--- src/gfq_pair_adjacency_test_top_defines.svh ---
// Assertion macros for the pair adjacency test block.
// Used by the top level only; the macros expect clk and rst in scope.
`ifndef GFQ_PAIR_ADJACENCY_TEST_TOP_DEFINES_SVH
`define GFQ_PAIR_ADJACENCY_TEST_TOP_DEFINES_SVH

// Same-cycle implication under the block reset.
`define GPAT_ASSERT_IMPLIES(label, ante, cons) \
  label: assert property (@(posedge clk) disable iff (rst) (ante) |-> (cons)) \
    else $error("gpat: same-cycle check failed");

// Next-cycle implication under the block reset.
`define GPAT_ASSERT_NEXT(label, ante, cons) \
  label: assert property (@(posedge clk) disable iff (rst) (ante) |=> (cons)) \
    else $error("gpat: next-cycle check failed");

`endif

--- src/gpat_modmul.sv ---
// Three-stage modular multiplier: product, then two halves of a
// shift-and-subtract reduction. No package dependencies.
module gpat_modmul #(
  parameter int W      = 7,
  parameter int SIDE_W = 1
) (
  input  logic              clk,
  input  logic              rst,
  input  logic              en,
  input  logic              in_valid,
  input  logic [W-1:0]      a,
  input  logic [W-1:0]      b,
  input  logic [W-1:0]      q,
  input  logic [SIDE_W-1:0] side_in,
  output logic              out_valid,
  output logic [W-1:0]      prod,
  output logic [SIDE_W-1:0] side_out
);

  localparam int PW = 2 * W;
  localparam int LO = W / 2;

  logic              v1, v2, v3;
  logic [PW-1:0]     p1, p2;
  logic [W-1:0]      p3;
  logic [SIDE_W-1:0] s1, s2, s3;
  logic [PW-1:0]     red_hi, red_lo;

  // Either both operands are below q or one of them is one, so the product is below q * 2^W.
  always_comb begin
    red_hi = p1;
    for (int k = W - 1; k >= LO; k--) begin
      if (red_hi >= (PW'(q) << k)) begin
        red_hi = red_hi - (PW'(q) << k);
      end
    end
  end

  always_comb begin
    red_lo = p2;
    for (int k = LO - 1; k >= 0; k--) begin
      if (red_lo >= (PW'(q) << k)) begin
        red_lo = red_lo - (PW'(q) << k);
      end
    end
  end

  always_ff @(posedge clk) begin
    if (rst) begin
      v1 <= 1'b0;
      v2 <= 1'b0;
      v3 <= 1'b0;
    end else if (en) begin
      v1 <= in_valid;
      v2 <= v1;
      v3 <= v2;
    end
  end

  always_ff @(posedge clk) begin
    if (en) begin
      p1 <= PW'(a) * PW'(b);
      s1 <= side_in;
      p2 <= red_hi;
      s2 <= s1;
      p3 <= red_lo[W-1:0];
      s3 <= s2;
    end
  end

  assign out_valid = v3;
  assign prod      = p3;
  assign side_out  = s3;

endmodule

--- config.mk ---
export PLATFORM = sky130hd
export DESIGN_NAME = gpat_modmul
export DESIGN_NICKNAME = d
export VERILOG_FILES = /design/src/gfq_pair_adjacency_test_top_defines.svh /design/src/gpat_modmul.sv
export SDC_FILE = /design/constraint.sdc
export NUM_CORES = 1
export LEC_CHECK = 0
export CAP_MARGIN = 20
export CORE_MARGIN = 2
export CORE_UTILIZATION = 65
export CTS_BUF_LIST = sky130_fd_sc_hd__clkbuf_8
export CTS_CLUSTER_DIAMETER = 150
export DETAILED_ROUTE_END_ITERATION = 6
export DONT_BUFFER_PORTS = 1
export PLACE_DENSITY_LB_ADDON = 0.3
export SLEW_MARGIN = 30
export SYNTH_ARGS = -nofsm -noshare
export SYNTH_HDL_FRONTEND = slang
export SYNTH_SLANG_ARGS = --single-unit
--- constraint.sdc ---
create_clock -name clk -period 12.03 [get_ports clk]
set_clock_uncertainty 0.15 [all_clocks]
set_input_delay 1.8045 -clock clk [delete_from_list [all_inputs] [get_ports clk]]
set_output_delay 1.8045 -clock clk [all_outputs]
set_load 0.01 [all_outputs]
==> flow_metrics.env <==
export IMPL_synth_distinct_cells=55
export IMPL_critPathArrivalTime_ps=10710
export IMPL_clock_latency_ps=300
export IMPL_max_stage_delay_ps=540
export IMPL_hold_class="flop to flop"
export IMPL_cts_buffer_depth=2
export IMPL_critPathLaunchType="input port"
export IMPL_detail_route_wl_per_cell_microns=17.0
export IMPL_synth_edff_count=38
export IMPL_cts_tree="done"
export IMPL_die_y_microns=96.7
export IMPL_gr_total_overflow=0
export IMPL_setup_tns_final_ps=0
export IMPL_synth_nets=734
export IMPL_drive_above_1_share=0.0791
export IMPL_synth_cells=596
export IMPL_grt_pass1_vias=4602
export IMPL_portBuffers=0
export IMPL_dpl_instance_area_sq_um=5710
export IMPL_diodes=0
export IMPL_reg2reg_to="p2[7]$_DFFE_PP_"
export IMPL_final_max_slew_viol_count=0
export IMPL_cts_made_buffers=5
export IMPL_hold_ws_ps=278
export IMPL_r2r_cells=39
export IMPL_critPathKind="input port to flop"
export IMPL_rrSetupSlack_ps=2410
export IMPL_status="finished clean"
export IMPL_antenna_left=0
export IMPL_grt_antenna_before_repair=0
export IMPL_ios=35
export IMPL_hold_depth=0
export IMPL_rsz0062_at_grt="false"
export IMPL_cts_root_buf="clkbuf_8"
export IMPL_synth_area_per_cell_sq_um=9.37
export IMPL_track_usage=0.266
export IMPL_fin_crit_sh=0.898
export IMPL_seq_area_frac_synth=0.215
export IMPL_fmax_ghz=0.0926
export IMPL_reg2reg_from="p1[6]$_DFFE_PP_"
export IMPL_fin_util=0.712
export IMPL_drt_iter0_drc=182
export IMPL_vias=4394
export IMPL_start_util=0.676
export IMPL_drv_cap=0
export IMPL_worstPathRequired_ps=11940
export IMPL_die_area_sq_um=9340
export IMPL_hold_violations=0
export IMPL_relSlewSlack=0.522
export IMPL_stdcell_area_sq_um=5880
export IMPL_cp_max_fo=11
export IMPL_num_rows=33
export IMPL_async_flop_share=0
export IMPL_ys_ff_latch=41
export IMPL_post_cts_resized=0
export IMPL_firstDrtPassIters=5
export IMPL_dp_hpwl_mm=9.78
export IMPL_ys_warn_count=0
export IMPL_endpoint_kind="flop"
export IMPL_grt_start_max_net_pins=42
export IMPL_clock_sinks=41
export IMPL_finalSetupViolCount=0
export IMPL_synth_area_sq_um=5580
export IMPL_grt_pass1_wl_mm=20.7
export IMPL_gp_congestion=0.985
export IMPL_nFillCells=615
export IMPL_htreeDepth=2
export IMPL_min_period_ps=10800
export IMPL_critical_path_slowest_cell="fa_1"
export IMPL_drc_errors=0
export IMPL_ys_flop_type="edfxtp_1"
export IMPL_worstHoldEndpoint="s2$_DFFE_PP_"
export IMPL_drt_wl_total_mm=12.1
export IMPL_fp_coreArea_sq_um=8260
export IMPL_syn2layout_area_growth_pct=5.36
export IMPL_hp_start="s1$_DFFE_PP_"
export IMPL_die_x_microns=96.7
export IMPL_cts_hold_buffers=0
export IMPL_worst_slew_pin_slew_ps=711
export IMPL_cts_clk_slew_worst_paths_ps=90
export IMPL_routed_via_density=6.17
export IMPL_nets=744
==> cell usage in the layout, fill, tap and decap left out, types with 3 or more instances in the layout <==
| cell | synthesis | layout |
|---|---|---|
| ha_1 | 81 | 81 |
| inv_1 | 56 | 56 |
| nand2_1 | 51 | 51 |
| edfxtp_1 | 38 | 38 |
| nor2_1 | 35 | 35 |
| a21oi_1 | 34 | 34 |
| fa_1 | 31 | 31 |
| and2_1 | 30 | 30 |
| o21ai_0 | 29 | 29 |
| xnor2_1 | 27 | 27 |
| mux2_2 | 24 | 24 |
| a21o_1 | 17 | 17 |
| xor2_1 | 13 | 13 |
| mux2i_1 | 12 | 12 |
| nand3_1 | 10 | 10 |
| nand4_1 | 10 | 10 |
| nor2b_1 | 9 | 9 |
| nand2b_1 | 8 | 8 |
| nor3_1 | 7 | 7 |
| o21bai_1 | 7 | 7 |
| a21boi_0 | 5 | 5 |
| o31ai_1 | 6 | 5 |
| o21a_1 | 5 | 5 |
| clkbuf_8 | 0 | 5 |
| or2_2 | 4 | 4 |
| nor3b_1 | 4 | 4 |
| buf_4 | 0 | 4 |
| nor4_1 | 3 | 3 |
| nand3b_1 | 3 | 3 |
| dfxtp_1 | 3 | 3 |
==> layout make-up <==
| cell class | instances | area [sq um] | area share |
|---|---|---|---|
| Sequential cell | 41 | 1200 | 0.204 |
| Clock buffer | 5 | 68.8 | 0.0117 |
| Tap cell | 105 | 131 | 0.0223 |
| Multi-Input combinational cell | 498 | 4170 | 0.709 |
| Inverter | 56 | 210 | 0.0357 |
| Timing Repair Buffer | 4 | 30.0 | 0.00511 |
| Clock inverter | 3 | 68.8 | 0.0117 |
==> metrics by stage <==
stage / worst slack (ps) / std cells
final: 1230 / 712
after global routing: 331 / 712
after CTS: 959 / 708
after detailed placement: 705 / 700
after global placement: 1170 / 700
after floorplan: 1980 / 596
==> worst max path at each step <==
stage / start / end / slack, ps / depth (start not counted)
after floorplan: q[1] / p2[5]$_DFFE_PP_ / 1980 / 37
after global placement: q[1] / p2[7]$_DFFE_PP_ / 1170 / 37
after detailed placement: q[1] / p2[7]$_DFFE_PP_ / 700 / 37
after CTS: q[1] / p2[7]$_DFFE_PP_ / 960 / 37
after global routing: q[1] / p2[8]$_DFFE_PP_ / 330 / 38
final: q[1] / p2[7]$_DFFE_PP_ / 1230 / 37
==> critical path: cells and delay by family <==
family	cells	cell delay (ps)
AO/OA/AOI/OAI	15	3250
buffers and inverters	3	510
AND/OR/NAND/NOR	13	2740
multiplexers	2	760
adder cells (fa/ha/maj)	4	1630
==> logic make-up after synthesis <==
kind of cell,synth area share
simple gates,0.172
compound gates,0.149
fa+ha+maj,0.293
buf+inv,0.0386
flops,0.215
xor+xnor,0.0628
mux,0.0699
==> repair_timing <==
item	4_1_cts	5_1_grt
endpoints found under the setup margin	0	5
hold endpoints to repair	0	0
buffers inserted	0	4
==> state kept, by name, indices dropped and copies added (netlist names) <==
register   cells
s2             1
p1            14
v1             1
s1             1
p2            14
v2             1
out_valid      1
side_out       1
prod           7
==> Yosys cell counts (all sizes together), types with 10 or more instances <==
library cell	instances	area share
o21ai	29	0.026
and2	30	0.034
a21oi	34	0.030
a21o	17	0.023
ha	81	0.18
xnor2	27	0.042
nor2	35	0.024
nand4	11	0.013
xor2	13	0.020
edfxtp	38	0.20
inv	56	0.038
mux2i	12	0.022
fa	31	0.11
mux2	24	0.048
nand3	10	0.0090
nand2	51	0.034
==> routing by layer <==
layer,vias to the layer above,part of all wire,global-route usage
met2,163,0.47,0.460
met1,2040,0.42,0.329
li1,2154,-,-
met5,-,0,0
met4,0,0.037,0.108
met3,37,0.067,0.0477
Power is left out: the tool's default activity adds up to more than one toggle a clock period on the data nets, which glitch-free logic cannot reach.
