===== src/gfq_pair_adjacency_test_top_defines.svh =====
// Assertion macros for the pair adjacency test block.
// Used by the top level only; the macros expect clk and rst in scope.
`ifndef GFQ_PAIR_ADJACENCY_TEST_TOP_DEFINES_SVH
`define GFQ_PAIR_ADJACENCY_TEST_TOP_DEFINES_SVH

// Same-cycle implication under the block reset.
`define GPAT_ASSERT_IMPLIES(label, ante, cons) \
  label: assert property (@(posedge clk) disable iff (rst) (ante) |-> (cons)) \
    else $error("gpat: same-cycle check failed");

// Next-cycle implication under the block reset.
`define GPAT_ASSERT_NEXT(label, ante, cons) \
  label: assert property (@(posedge clk) disable iff (rst) (ante) |=> (cons)) \
    else $error("gpat: next-cycle check failed");

`endif


===== src/gpat_modmul.sv =====
// Three-stage modular multiplier: product, then two halves of a
// shift-and-subtract reduction. No package dependencies.
module gpat_modmul #(
  parameter int W      = 7,
  parameter int SIDE_W = 1
) (
  input  logic              clk,
  input  logic              rst,
  input  logic              en,
  input  logic              in_valid,
  input  logic [W-1:0]      a,
  input  logic [W-1:0]      b,
  input  logic [W-1:0]      q,
  input  logic [SIDE_W-1:0] side_in,
  output logic              out_valid,
  output logic [W-1:0]      prod,
  output logic [SIDE_W-1:0] side_out
);

  localparam int PW = 2 * W;
  localparam int LO = W / 2;

  logic              v1, v2, v3;
  logic [PW-1:0]     p1, p2;
  logic [W-1:0]      p3;
  logic [SIDE_W-1:0] s1, s2, s3;
  logic [PW-1:0]     red_hi, red_lo;

  // Either both operands are below q or one of them is one, so the product is below q * 2^W.
  always_comb begin
    red_hi = p1;
    for (int k = W - 1; k >= LO; k--) begin
      if (red_hi >= (PW'(q) << k)) begin
        red_hi = red_hi - (PW'(q) << k);
      end
    end
  end

  always_comb begin
    red_lo = p2;
    for (int k = LO - 1; k >= 0; k--) begin
      if (red_lo >= (PW'(q) << k)) begin
        red_lo = red_lo - (PW'(q) << k);
      end
    end
  end

  always_ff @(posedge clk) begin
    if (rst) begin
      v1 <= 1'b0;
      v2 <= 1'b0;
      v3 <= 1'b0;
    end else if (en) begin
      v1 <= in_valid;
      v2 <= v1;
      v3 <= v2;
    end
  end

  always_ff @(posedge clk) begin
    if (en) begin
      p1 <= PW'(a) * PW'(b);
      s1 <= side_in;
      p2 <= red_hi;
      s2 <= s1;
      p3 <= red_lo[W-1:0];
      s3 <= s2;
    end
  end

  assign out_valid = v3;
  assign prod      = p3;
  assign side_out  = s3;

endmodule


===== src/gpat_modexp.sv =====
// Pipelined modular exponentiation, one square-and-multiply step per exponent
// bit, each step two gpat_modmul units. No package dependencies.
module gpat_modexp #(
  parameter int W      = 7,
  parameter int SIDE_W = 1
) (
  input  logic              clk,
  input  logic              rst,
  input  logic              en,
  input  logic              in_valid,
  input  logic [W-1:0]      base_in,
  input  logic [W-1:0]      expo,
  input  logic [W-1:0]      q,
  input  logic [SIDE_W-1:0] side_in,
  output logic              out_valid,
  output logic [W-1:0]      result,
  output logic [SIDE_W-1:0] side_out
);

  logic [W-1:0]      acc  [W+1];
  logic [W-1:0]      pw   [W+1];
  logic [SIDE_W-1:0] sd   [W+1];
  logic              vd   [W+1];

  assign acc[0] = W'(1);
  assign pw[0]  = base_in;
  assign sd[0]  = side_in;
  assign vd[0]  = in_valid;

  // Right-to-left: the running product takes the current power when the
  // exponent bit is set, while the power is squared alongside it.
  for (genvar i = 0; i < W; i++) begin : g_step
    logic [W-1:0] mult_op;
    assign mult_op = expo[i] ? pw[i] : W'(1);

    gpat_modmul #(.W(W), .SIDE_W(SIDE_W)) u_acc (
      .clk(clk), .rst(rst), .en(en), .in_valid(vd[i]),
      .a(acc[i]), .b(mult_op), .q(q), .side_in(sd[i]),
      .out_valid(vd[i+1]), .prod(acc[i+1]), .side_out(sd[i+1])
    );

    gpat_modmul #(.W(W), .SIDE_W(1)) u_sq (
      .clk(clk), .rst(rst), .en(en), .in_valid(vd[i]),
      .a(pw[i]), .b(pw[i]), .q(q), .side_in(1'b0),
      .out_valid(), .prod(pw[i+1]), .side_out()
    );
  end

  assign out_valid = vd[W];
  assign result    = acc[W];
  assign side_out  = sd[W];

endmodule


===== config.mk =====
export PLATFORM = sky130hd
export DESIGN_NAME = gpat_modexp
export DESIGN_NICKNAME = d
export VERILOG_FILES = /design/src/gfq_pair_adjacency_test_top_defines.svh /design/src/gpat_modmul.sv /design/src/gpat_modexp.sv
export SDC_FILE = /design/constraint.sdc
export NUM_CORES = 2
export LEC_CHECK = 0
export CAP_MARGIN = 15
export CORE_UTILIZATION = 53
export CTS_CLUSTER_SIZE = 28
export DETAILED_ROUTE_END_ITERATION = 10
export DONT_BUFFER_PORTS = 1
export PLACE_DENSITY = 0.68
export RECOVER_POWER = 25
export SLEW_MARGIN = 20
export SYNTH_ARGS = -nofsm -noshare
export SYNTH_HDL_FRONTEND = slang
export SYNTH_SLANG_ARGS = --single-unit

===== constraint.sdc =====
create_clock -name clk -period 22.7 [get_ports clk]
set_input_delay 5.675 -clock clk [delete_from_list [all_inputs] [get_ports clk]]
set_output_delay 5.675 -clock clk [all_outputs]
set_load 0.005 [all_outputs]

==> results_dict.tcl <==
set metrics [dict create \
    whs_ns 0.410 \
    cpMaxStageDelayCell "nor3_2" \
    post_cts_resized 0 \
    ys.warnings.count 0 \
    hold_violations 0 \
    cp_max_fo 43 \
    syn_inst 7695 \
    hpwl_um 118000 \
    run_status "complete, but fails checks" \
    multiInputGateArea_um2 50700 \
    max_stage_delay_ns 0.74 \
    drive_gt1_share_pct 6.37 \
    synth_top_flop_cell "edfxtp_1" \
    n_antenna_cell 0 \
    grt_usage_pct 24.1 \
    worst_path_dominant_cell_family "compound AO/OA/AOI/OAI gates" \
    startpoint_type "input pin" \
    yosys-top-cells-area "edfxtp_1 (20%), ha_1 (18%), fa_1 (9.4%), xnor2_1 (5.0%), inv_1 (4.3%)" \
    route.detailed.drc 0 \
    setup_viol 0 \
    ys_seq_elements 478 \
    pre_cts_slack_ns 6.74 \
    cts_tree "done" \
    routabilityCongestion 0.893 \
    violations "max-slew violations" \
    fin_nets 8950 \
    hp-class "reg2reg" \
    synth_top_cell_by_area "edfxtp_1" \
    die_h_um 361 \
    drtAntennaViolNets 0 \
    synth_edf_count 457 \
    final.fill_count 11400 \
    syn2layout_area_growth_pct 5.69 \
    htreeDepth 2 \
    syn_area_per_cell_um2 8.89 \
    dieArea_um2 131000 \
    clockRootBuffer "clkbuf_16" \
    fin_skew_ns 0.0378 \
    setup_tns_ns 0 \
    cap_violations 0 \
    ctsHoldBuffers 0 \
    clk_latency_ns 0.71 \
    antenna_found_initial 2 \
    fmax_mhz 64.8 \
    detail_route.first_pass.iterations 7 \
    wirelength_um 159000 \
    drt_iter0_markers 3195 \
    synth_common_cells "ha_1 (966), inv_1 (775), a21oi_1 (540)" \
    cts.sinks 478 \
    max_slew_margin_pct -2.64 \
    die_w_um 361 \
    period_needed_ns 15.44 \
    critPathBufInv 4 \
    setup.worst_path.class "in2reg" \
    clock_tree.buffer_depth 3 \
    worstPathRequired_ns 23.15 \
    regArea_um2 14100 \
    worstPathArrival_ns 15.88 \
    rows 131 \
    fp.coreArea_um2 128000 \
    portBuffers 0 \
    grt_setup_unrepaired "no" \
    tightest_slew_ns 1.54 \
    path_clk_slew_ns 0.07 \
    grt_overflow 0 \
    ios 35 \
    syn_area_um2 68400 \
    crit_path_frequent_cell "o21ai_0" \
    yosys.area.top_type_share_pct 20.1 \
    critPathCaptureType "register" \
    grt_pass1_vias 54500 \
    wl_per_cell_um 17.0 \
    vias 55000 \
    period_share_pct 68.0 \
    synth_cell_type_count 112 \
    grt_max_degree 479 \
    grt_pass1_wl_um 266000 \
    yosysMostFrequentCell "ha_1" \
    yosysSeqAreaShare_pct 20.7 \
    syn_nets 9010 \
    initial_core_util_pct 53.5 \
    ys_async_sr_fraction_pct 0 \
    maxSlewViolCount 42 \
    layout_setup_ws_ns 7.26 \
    cts_setup_buffers 0 \
    vias_per_cell 5.89 \
    cts_buffers 61 \
]
-- metrics by stage --
| stage | cell area (um^2) | util, % | cells |
|---|---|---|---|
| floorplan | 68400 | - | 7695 |
| detailed placement | 70200 | 54.9 | 9234 |
| finish | 72300 | 56.6 | 9349 |
| CTS | 72300 | 56.6 | 9349 |
| global placement | 70200 | 54.9 | 9234 |
| global route | 72300 | 56.6 | 9349 |
-- area by class of cell --
| type | count | share of cell area, % |
|---|---|---|
| clock inverter | 42 | 0.688 |
| clock buffer | 73 | 2.32 |
| timing repair buffer | 30 | 0.346 |
| inverter | 777 | 4.08 |
| tap | 1662 | 2.87 |
| multi-input combinational | 6287 | 70.1 |
| sequential | 478 | 19.6 |
-- state kept, by name (all words and copies together) (netlist names) --
| signal | cells |
|---|---|
| g_step.u_acc.s1 | 7 |
| g_step.u_sq.p2 | 78 |
| g_step.u_acc.p2 | 98 |
| g_step.u_acc.s2 | 7 |
| g_step.u_acc.prod | 49 |
| g_step.u_acc.v1 | 7 |
| g_step.u_acc.side_out | 7 |
| g_step.u_acc.out_valid | 7 |
| g_step.u_sq.p1 | 78 |
| g_step.u_acc.p1 | 91 |
| g_step.u_sq.prod | 42 |
| g_step.u_acc.v2 | 7 |
-- metal layers --
layer	GRT usage, %	up-vias	part of all wire, %
met5	0	-	0.0069
met4	5.94	2	2.1
met3	2.34	227	4.0
met2	41.8	1060	47
met1	32.2	26300	47
li1	-	27500	-
-- path summary, 6_finish.rpt --
kind | from | endpoint | slack, ns | cells after the start
min reg2reg | g_step[4].u_acc.s1 | g_step[4].u_acc.s2 | 0.41 | 0
max reg2reg | g_step[5].u_acc.p1[6] | g_step[5].u_acc.p2[4] | 12.19 | 39
max | q[1] | g_step[5].u_acc.p2[4] | 7.26 | 38
min | g_step[4].u_acc.s1 | g_step[4].u_acc.s2 | 0.41 | 0
-- worst register-to-register path, delay by kind of cell (launching register included) --
family | cells | cell delay (ns)
AOI/OAI and AO/OA | 18 | 4.68
adders and majority gates | 5 | 1.44
buffers and inverters | 4 | 0.50
DFF | 1 | 0.38
muxes | 3 | 1.21
and+or+nand+nor | 9 | 2.05
-- kinds of logic after synthesis --
kind of cell             synth area share (%)
AND/OR/NAND/NOR                          17.2
AO/OA/AOI/OAI                            16.6
adder cells (fa/ha/maj)                  27.1
buffers and inverters                    5.22
XOR/XNOR                                 7.08
flip-flops                               20.7
multiplexers                             6.11
-- placed cells by master, fill, tap and decap left out, drive strengths merged, types with 225 or more instances in the layout --
cell type  netlist  routed
nand2          477     477
nand3          226     226
ha             966     966
inv            777     785
a21o           225     225
mux2           253     253
fa             323     323
edfxtp         457     457
xnor2          389     389
o21ai          427     427
nor2           479     479
a21oi          544     544
Power is not shown: default switching activity piles up to over one toggle a cycle in this logic, so the estimate is an artifact.
